[config.mk]
export PLATFORM = sky130hd
export DESIGN_NAME = tpib_div
export DESIGN_NICKNAME = d
export VERILOG_FILES = /design/src/rtl/tpib_pkg.sv /design/src/rtl/tpib_div.sv
export SDC_FILE = /design/constraint.sdc
export NUM_CORES = 1
export LEC_CHECK = 0
export ABC_AREA = 1
export ABC_CLOCK_PERIOD_IN_PS = 3900
export BUFFER_PORTS_ARGS = -buffer_cell sky130_fd_sc_hd__buf_4
export CORE_MARGIN = 5
export CORE_UTILIZATION = 50
export DETAILED_ROUTE_END_ITERATION = 10
export GPL_TIMING_DRIVEN = 1
export HOLD_SLACK_MARGIN = 0.02
export PLACE_DENSITY = 0.79
export SETUP_SLACK_MARGIN = 0.4
export SLEW_MARGIN = 20
export SYNTH_ARGS = -nofsm -noshare
export SYNTH_HDL_FRONTEND = slang
export SYNTH_SLANG_ARGS = --single-unit
[constraint.sdc]
create_clock -name i_clk -period 3.9 [get_ports i_clk]
set_clock_uncertainty 0.1 [all_clocks]
set_input_delay 0.585 -clock i_clk [delete_from_list [all_inputs] [get_ports i_clk]]
set_output_delay 0.585 -clock i_clk [all_outputs]
set_load 0.05 [all_outputs]
[src/rtl/tpib_pkg.sv]
package tpib_pkg;

    localparam int DEPTH_DEF = 64;
    localparam int RATIO_FRAC_BITS_DEF = 16;

    localparam int STAMP_W = 63;
    localparam int LIMIT_W = 36;
    localparam int TOL_W = 32;
    localparam int CFG_DATA_W = 36;
    localparam int CFG_IDX_W = 1;

    localparam logic [LIMIT_W-1:0] LIMIT_RESET = 36'd5000000000;
    localparam logic [TOL_W-1:0] TOL_RESET = 32'd100000000;

    localparam logic [CFG_IDX_W-1:0] CFG_HISTORY_LIMIT = 1'd0;
    localparam logic [CFG_IDX_W-1:0] CFG_CLAMP_TOL = 1'd1;

    localparam logic [1:0] FN_APPEND = 2'd0;
    localparam logic [1:0] FN_PRUNE = 2'd1;
    localparam logic [1:0] FN_LOOKUP = 2'd2;

    localparam logic [2:0] ST_INTERP = 3'd0;
    localparam logic [2:0] ST_CLAMP_OLD = 3'd1;
    localparam logic [2:0] ST_CLAMP_NEW = 3'd2;
    localparam logic [2:0] ST_EMPTY = 3'd3;
    localparam logic [2:0] ST_EARLY = 3'd4;
    localparam logic [2:0] ST_LATE = 3'd5;
    localparam logic [2:0] ST_DONE = 3'd6;

    typedef struct packed {
        logic [STAMP_W-1:0] stamp;
        logic signed [31:0] x;
        logic signed [31:0] y;
        logic signed [15:0] h;
    } t_entry;

endpackage

[src/rtl/tpib_div.sv]
module tpib_div #(
    parameter int RATIO_FRAC_BITS = tpib_pkg::RATIO_FRAC_BITS_DEF
) (
    input  logic                                i_clk,
    input  logic                                i_rst_n,
    input  logic                                i_start,
    input  logic [tpib_pkg::STAMP_W-1:0]        i_num,
    input  logic [tpib_pkg::STAMP_W-1:0]        i_den,
    output logic                                o_done,
    output logic [RATIO_FRAC_BITS-1:0]          o_quot
);

    localparam int NW = $clog2(RATIO_FRAC_BITS + 1);

    logic [tpib_pkg::STAMP_W:0]   r_rem;
    logic [tpib_pkg::STAMP_W-1:0] r_den;
    logic [RATIO_FRAC_BITS-1:0]   r_quot;
    logic [NW-1:0]                r_cnt;
    logic                         r_busy;
    logic                         r_done;
    logic [tpib_pkg::STAMP_W:0]   w_shift;
    logic                         w_ge;

    assign w_shift = {r_rem[tpib_pkg::STAMP_W-1:0], 1'b0};
    assign w_ge = w_shift >= {1'b0, r_den};

    always_ff @(posedge i_clk) begin
        if (!i_rst_n) begin
            r_busy <= 1'b0;
            r_done <= 1'b0;
            r_cnt <= '0;
        end else begin
            r_done <= r_busy && !i_start && (r_cnt == NW'(RATIO_FRAC_BITS - 1));
            if (i_start) begin
                r_busy <= 1'b1;
                r_cnt <= '0;
                r_rem <= {1'b0, i_num};
                r_den <= i_den;
                r_quot <= '0;
            end else if (r_busy) begin
                r_rem <= w_ge ? (w_shift - {1'b0, r_den}) : w_shift;
                r_quot <= {r_quot[RATIO_FRAC_BITS-2:0], w_ge};
                r_cnt <= r_cnt + 1'b1;
                if (r_cnt == NW'(RATIO_FRAC_BITS - 1)) begin
                    r_busy <= 1'b0;
                end
            end
        end
    end

    assign o_done = r_done;
    assign o_quot = r_quot;

endmodule

==> results of run 1 <==
-- worst paths after layout --
check / from / slack (ns) / depth (start not counted) / to
min reg2reg: r_cnt[0]$_SDFFE_PP0P_ / 0.41 / 2 / r_cnt[0]$_SDFFE_PP0P_
max reg2reg: r_rem[22]$_DFFE_PP_ / 0.70 / 13 / r_rem[21]$_DFFE_PP_
max: r_rem[22]$_DFFE_PP_ / 0.70 / 13 / r_rem[21]$_DFFE_PP_
min: i_den[6] / 0.21 / 1 / r_den[6]$_DFFE_PP_
-- registers in the layout, indices dropped and copies added, names as in the netlist --
| register | flops |
|---|---|
| o_quot | 16 |
| r_busy | 1 |
| r_cnt | 5 |
| o_done | 1 |
| r_rem | 63 |
| r_den | 63 |
-- Yosys cell counts --
cell	n	share of area [%]
a21oi_2	2	0.14
buf_2	6	0.24
nand3_2	2	0.16
nand3_1	95	3.8
buf_6	3	0.27
fa_1	1	0.16
nor2_4	2	0.18
xor2_1	2	0.14
nand2_8	1	0.16
xnor2_1	30	2.1
a211oi_1	2	0.12
o21bai_1	2	0.12
a21o_1	1	0.060
buf_4	6	0.36
nand2_4	2	0.18
o21ai_0	3	0.12
nor4_1	2	0.10
and2_1	6	0.30
nor2_1	131	3.9
nor2_2	7	0.35
a21oi_1	41	1.6
clkbuf_1	12	0.36
dfxtp_1	7	1.1
inv_2	5	0.15
ha_1	65	6.5
nand4_1	17	0.85
nand2_2	2	0.10
buf_1	4	0.12
nand3b_1	40	2.4
and3_1	1	0.050
inv_1	410	12
nor3_1	9	0.36
o21ai_1	2	0.080
clkinv_1	1	0.030
nand2_1	889	27
edfxtp_1	142	34
nor3b_1	1	0.060
-- layout make-up --
type / instances / area, µm² / share of cell area, %
multi-input cells: 1358 / 6394 / 44.07
flip-flops and latches: 149 / 4404 / 30.36
inverters: 416 / 1562 / 10.76
repair buffers: 151 / 1146 / 7.901
clock buffers: 19 / 475.5 / 3.278
well taps: 324 / 405.4 / 2.795
clock inverters: 13 / 120.1 / 0.8280
-- placed cells by master, fill, tap and decap left out, types with 2 or more instances in the layout --
cell	synthesis	layout
inv_8	0	5
a21oi_2	2	2
inv_1	410	409
nand3_2	2	2
nand2_8	1	4
buf_4	6	150
o21bai_1	2	2
clkbuf_16	0	19
nor4_1	2	2
nand4_1	17	17
nand3_1	95	95
clkinvlp_4	0	2
xnor2_1	30	30
xor2_1	2	2
a21oi_1	41	41
o21ai_0	3	3
ha_1	65	65
o21ai_1	2	2
and2_1	6	6
inv_2	5	6
nand3b_1	40	40
dfxtp_1	7	7
edfxtp_1	142	142
nor2_4	2	2
nand2_1	889	888
nor3_1	9	9
nand2_2	2	2
inv_6	0	5
nor2_2	7	7
nor2_1	131	131
a211oi_1	2	2
-- logic make-up after synthesis --
logic type	after synthesis	share of synthesized area, %
compound gates	53	2.283
xor+xnor	32	2.243
fa+ha+maj	66	6.669
buf+inv	447	13.85
flops	149	35.25
simple gates	1207	39.71
-- what timing repair did --
item | 4_1_cts | 5_1_grt
resized for setup | 0 | 2
endpoints found under the setup margin | 0 | 30
hold endpoints to repair | 0 | 0
-- power groups by stage --
stage	Clock (mW)	Sequential (mW)	Combinational, mW
finish	1.75	2.05	2.54
global route	1.84	2.06	2.85
floorplan	0	2.11	1.73
global placement	0	2.07	2.46
CTS	1.75	2.05	2.51
detailed placement	0	2.08	2.50
-- critical path, delay by kind of cell (launching register included) --
kind          cells  cell delay [ns]
simple gates     11             1.71
flops             1             0.42
fa+ha+maj         1             0.37
buf+inv           1             0.34
-- per-layer routing --
layer  wire [µm]  track usage, %  up-vias
li1            -               -     6184
met1       18050           38.71     5421
met2       17690           45.09      419
met3        2834           5.064       59
met4        1145           8.610        0
met5           0               0        -
-- stage by stage --
stage               hold WS (ns)  std cells  utilization, %  total power [mW]
floorplan                 0.3716       1954               -             3.838
global placement          0.3841       2398           56.76             4.535
detailed placement        0.3927       2398           56.76             4.574
CTS                       0.2093       2430           59.19             6.306
global route              0.1979       2430           59.30             6.756
finish                    0.2116       2430           59.30             6.331
==> impl_results.md, run 1 <==
- Status: completed
- Root Buffer: clkbuf_16
- First-pass GRT wire length: 63070 µm
- Final antenna-violating net count: 0
- Crit path capture type: register
- Die Width: 168.1 µm
- Setup bufs post-CTS: 0
- Area Growth Syn to Fin: 16.10%
- Max-slew headroom: 43.45%
- I/O Pins: 146
- CP arrival: 3.29 ns
- Proportion of layout cells with a drive suffix above 1: 9.877%
- Max IR drop VDD: 0.2961 mV
- DR iter-0 viols: 1027
- Comb power frac: 40.1%
- Final Cell Area: 14510 µm²
- GRT overflow: 0
- Num CTS Buffers: 17
- Worst-path cell chain: ha_1 -> nand2_1 -> nor2_1 -> nand2_1 -> nor2_2 -> nand3_1 -> nand3_2 -> nand2_8 -> nand2_8 -> buf_4 -> nand2_1 -> nand3_1 -> nand2_1
- Fmax achieved: 0.3129 GHz
- Post-synth cell types: 37
- Max cap viols: 0
- Core area: 24460 µm²
- Syn_nets: 2149
- Max stage delay on crit path: 0.42 ns
- YS warnings: 0
- Post-DR wirelength/cell: 16.34 µm
- Post-Syn Instances: 1954
- CP Launch Type: register
- PortBufs: 145
- Vias in the first global route: 11790
- LEAKAGE: 8.125 nW
- WL final: 39710 µm
- Clock Tree Buf Depth: 2
- Final hold vios: 0
- Final slew viol count: 0
- Req. time, crit path: 4.00 ns
- Sw power: 2.583 mW
- Placed inst area: 13880 µm²
- Fraction of power spent switching nets: 40.79%
- Int Pwr: 3.749 mW
- Final setup violation count: 0
- Initial Utilization: 51.08%
- Via count: 12083
- Initial antenna violation count: 0
- # rows: 57
- Antenna diodes: 0
- Slowest-stage cell, CP: edfxtp_1
- Reg power frac: 32.4%
- RSZ-0062 raised after global routing: false
- H-tree depth: 4
- CTS tree: done
- Filler cells: 2341
- Min Tclk post-route: 3.196 ns
- Clk Latency, worst-skew pair: 0.44 ns
- Yosys reg bits: 149
- Mapped Area: 12490 µm²
- Setup TNS: 0 ns
- Vias per cell: 4.972
- Final setup margin: 0.7038 ns
- # DRC: 0
- Syn_area_per_cell: 6.394 µm²
- Clock power frac: 27.6%
- Final net count: 2288
- Post-DP HPWL: 32020 µm
- CP dominant cell by count: nand2_1
- Pwr dens: 436.5 nW/µm²
- Tcrit/Tclk final: 81.95%
- Hold crit path type: input port to register
- Critical path type: register to register
- GRT Util Overall: 28.05%
- Die Y-Extent: 168.1 µm
- Die ar.: 28250 µm²
- Highest net fanout along the worst path: 33
- CTS sink count: 149
- DRT Pass-1 Iters: 5
- Largest net degree at the start of global routing: 80
- Routability cong.: 0.9548
- Sequential share of the synthesized area: 35.25%
- Worst-path clk slew: 0.08 ns
- Worst slew pin tran: 0.8417 ns
- Setup slack after placement: 0.5346 ns
- Cts hold-fix bufs: 0
Note: power is estimated with default switching activity, not from simulation.
==> run 2, diff against run 1 <==
Settings changed: ABC_CLOCK_PERIOD_IN_PS 3900 to 2800, PLACE_DENSITY 0.79 to 0.82.
Clock period 3.9 ns to 2.8 ns, I/O delays scaled along.
==> run 2 against run 1 <==
- first-iteration DRC count rose by 40%
- sequential power up 42%
- via count is 9.2% higher
- wire length is 14% higher
- combinational power increased by 89%
- final cell count is 4.2% higher
- die area is the same
- non-clock buffer count grew 102
- critical path type unchanged
- critical endpoint is now r_rem[42]$_DFFE_PP_
==> impl_results.md, run 2 (synthesis gave the netlist of run 1 again) <==
- Initial antenna violation count: 0 (unchanged)
- Status: completed
- # rows: 57 (unchanged)
- R2R Path Start: r_rem[22]$_DFFE_PP_
- DRT Pass-1 Iters: 6 (+1)
- Worst hold endpoint: r_den[12]$_DFFE_PP_
- Min Tclk post-route: 2.610 ns (-0.5863 ns)
- Die Y-Extent: 168.1 µm (unchanged)
- WL final: 45110 µm (+14%)
- Setup slack after placement: 0.01552 ns (-0.5191 ns)
- Final setup violation count: 0 (unchanged)
- Vias per cell: 5.211 (+4.8%)
- Max-slew headroom: 67.53% (+24 points)
- Worst-path cell chain: ha_4 -> nand2_4 -> inv_2 -> nand2_1 -> nand2_2 -> inv_2 -> nand2_4 -> a21oi_4 -> nand3_4 -> nand2_4 -> nand2_8 -> nand2_8 -> buf_12 -> buf_16 -> nand2_1 -> nand2_1 -> nand2_1
- Highest net fanout along the worst path: 7 (-79%)
- Cts hold-fix bufs: 0 (unchanged)
- Die Width: 168.1 µm (unchanged)
- Total power: 10.10 mW (+59%)
- Area Growth Syn to Fin: 36.40%
- I/O Pins: 146 (unchanged)
- Hold crit path type: input port to register
- R2R Setup Slk: 0.19 ns (-0.51 ns)
- Filler cells: 2018 (-14%)
- Final slew viol count: 0 (unchanged)
- Clock Tree Buf Depth: 2 (unchanged)
- GRT overflow: 0 (unchanged)
- Vias in the first global route: 12670 (+7.5%)
- Most frequent cells in the layout: nand2_1, inv_1, buf_4
- RSZ-0062 raised after global routing: true
- Slowest-stage cell, CP: edfxtp_1
- Max stage delay on crit path: 0.47 ns (+0.05 ns)
- Max IR drop VDD: 0.4135 mV (+40%)
- DR iter-0 viols: 1441 (+40%)
- Worst Reg-to-Reg Cells: 17 (+4)
- CP dominant cell by count: nand2_1
- CTS sink count: 149 (unchanged)
- Req. time, crit path: 2.91 ns (-1.09 ns)
- Worst slew pin tran: 0.4871 ns (-0.3546 ns)
- Final core utilization: 69.67% (+10 points)
- CTS tree: done
- Crit path buf inv count: 4 (+3)
- Largest net degree at the start of global routing: 80 (unchanged)
- CP top delay family: simple AND/OR/NAND/NOR gates
- Hold_sp: i_den[12]
- Initial Utilization: 51.08% (unchanged)
- Die ar.: 28250 µm² (unchanged)
- Final setup margin: 0.1901 ns (-0.5137 ns)
- Fin cells: 2532 (+4.2%)
- Crit path capture type: register
- Routability cong.: 1.003 (+5.0%)
- Root Buffer: clkbuf_16
- Critical path type: register to register
- Cells on Worst Hold Path: 1 (unchanged)
- Proportion of layout cells with a drive suffix above 1: 27.36% (+17 points)
- Num CTS Buffers: 17 (unchanged)
- GRT Util Overall: 30.24% (+2.2 points)
- Setup TNS: 0 ns (unchanged)
- First-pass GRT wire length: 67480 µm (+7.0%)
- Antenna diodes: 0 (unchanged)
- H-tree depth: 4 (unchanged)
- Post-Place Cells: 2447 (+2.0%)
- Core area: 24460 µm² (unchanged)
- # DRC: 0 (unchanged)
- Post-DR wirelength/cell: 17.81 µm (+9.0%)
- CP arrival: 2.72 ns (-0.57 ns)
- PortBufs: 145 (unchanged)
- R2R Path End: r_rem[42]$_DFFE_PP_
- Max cap viols: 0 (unchanged)
- Clk Latency, worst-skew pair: 0.46 ns (+0.02 ns)
- CP Launch Type: register
- Final hold vios: 0 (unchanged)
- Via count: 13195 (+9.2%)
- Post-DP HPWL: 31880 µm (-0.43%)
- Final net count: 2390 (+4.5%)
- LEAKAGE: 8.887 nW (+9.4%)
- Final antenna-violating net count: 0 (unchanged)
- Tcrit/Tclk final: 93.21% (+11 points)
- Commonest non-fill, non-tap cell in the layout: nand2_1
- Worst-path clk slew: 0.08 ns (about the same)
- Pwr dens: 592.4 nW/µm² (+36%)
- Fmax achieved: 0.3832 GHz (+22%)
==> run 2: cell count changes in the layout (fill, tap and decap cells not counted), sizes merged <==
cell	before	now
clkbuf	19	20
clkinvlp	2	1
buf	151	250
clkinv	2	5
==> run 2: report_power, final <==
group,switching [mW],internal [mW]
clock network,1.18,1.20
registers,0.174,2.75
logic,2.86,1.94
==> run 2: layer usage <==
metal | track usage (%) | wire (µm)
met5 | 0 | 0
met1 | 40.13 | 18740
met2 | 50.02 | 21130
met4 | 10.23 | 1451
met3 | 5.487 | 3781
==> run 2: final cells by class <==
class                           instances  area, µm²  share of cell area (%)
Clock buffer                           17      425.4                   2.496
Clock inverter                         15      157.7                  0.9250
Inverter                              416       1565                   9.184
Multi-Input combinational cell       1358       7946                   46.63
Sequential cell                       149       4404                   25.84
Tap cell                              324      405.4                   2.379
Timing Repair Buffer                  253       2138                   12.55
==> run 2: worst max-delay path by stage <==
stage	cells after the start	start	to	slack (ns)
floorplan	4	i_start	r_den[0]$_DFFE_PP_	0.40
global placement	12	r_rem[44]$_DFFE_PP_	r_rem[53]$_DFFE_PP_	-0.02
detailed placement	15	r_rem[1]$_DFFE_PP_	r_rem[53]$_DFFE_PP_	0.02
CTS	17	r_rem[41]$_DFFE_PP_	r_rem[50]$_DFFE_PP_	0.26
global route	17	r_rem[22]$_DFFE_PP_	r_rem[43]$_DFFE_PP_	0.12
finish	17	r_rem[22]$_DFFE_PP_	r_rem[42]$_DFFE_PP_	0.19
==> run 2: per-stage QoR <==
stage / hold WS (ns) / area [µm²]
2_1_floorplan: 0.3716 / 12510
3_3_place_gp: 0.3871 / 14310
3_5_place_dp: 0.3971 / 14310
4_1_cts: 0.03269 / 16110
5_1_grt: 0.03346 / 17040
6_report: 0.03334 / 17040
==> run 2: worst register-to-register path: cells and delay by family, from the launching register on <==
family          cells  cell delay, ns
flops               1            0.47
buf+inv             4            0.36
fa+ha+maj           1            0.31
compound gates      1            0.17
simple gates       11            0.97
==> run 2: repair_timing <==
action | CTS | global route
cloned | 2 | 4
buffers inserted | 25 | 22
endpoints found under the setup margin | 64 | 64
pin swaps | 35 | 65
gates resized for setup | 177 | 190
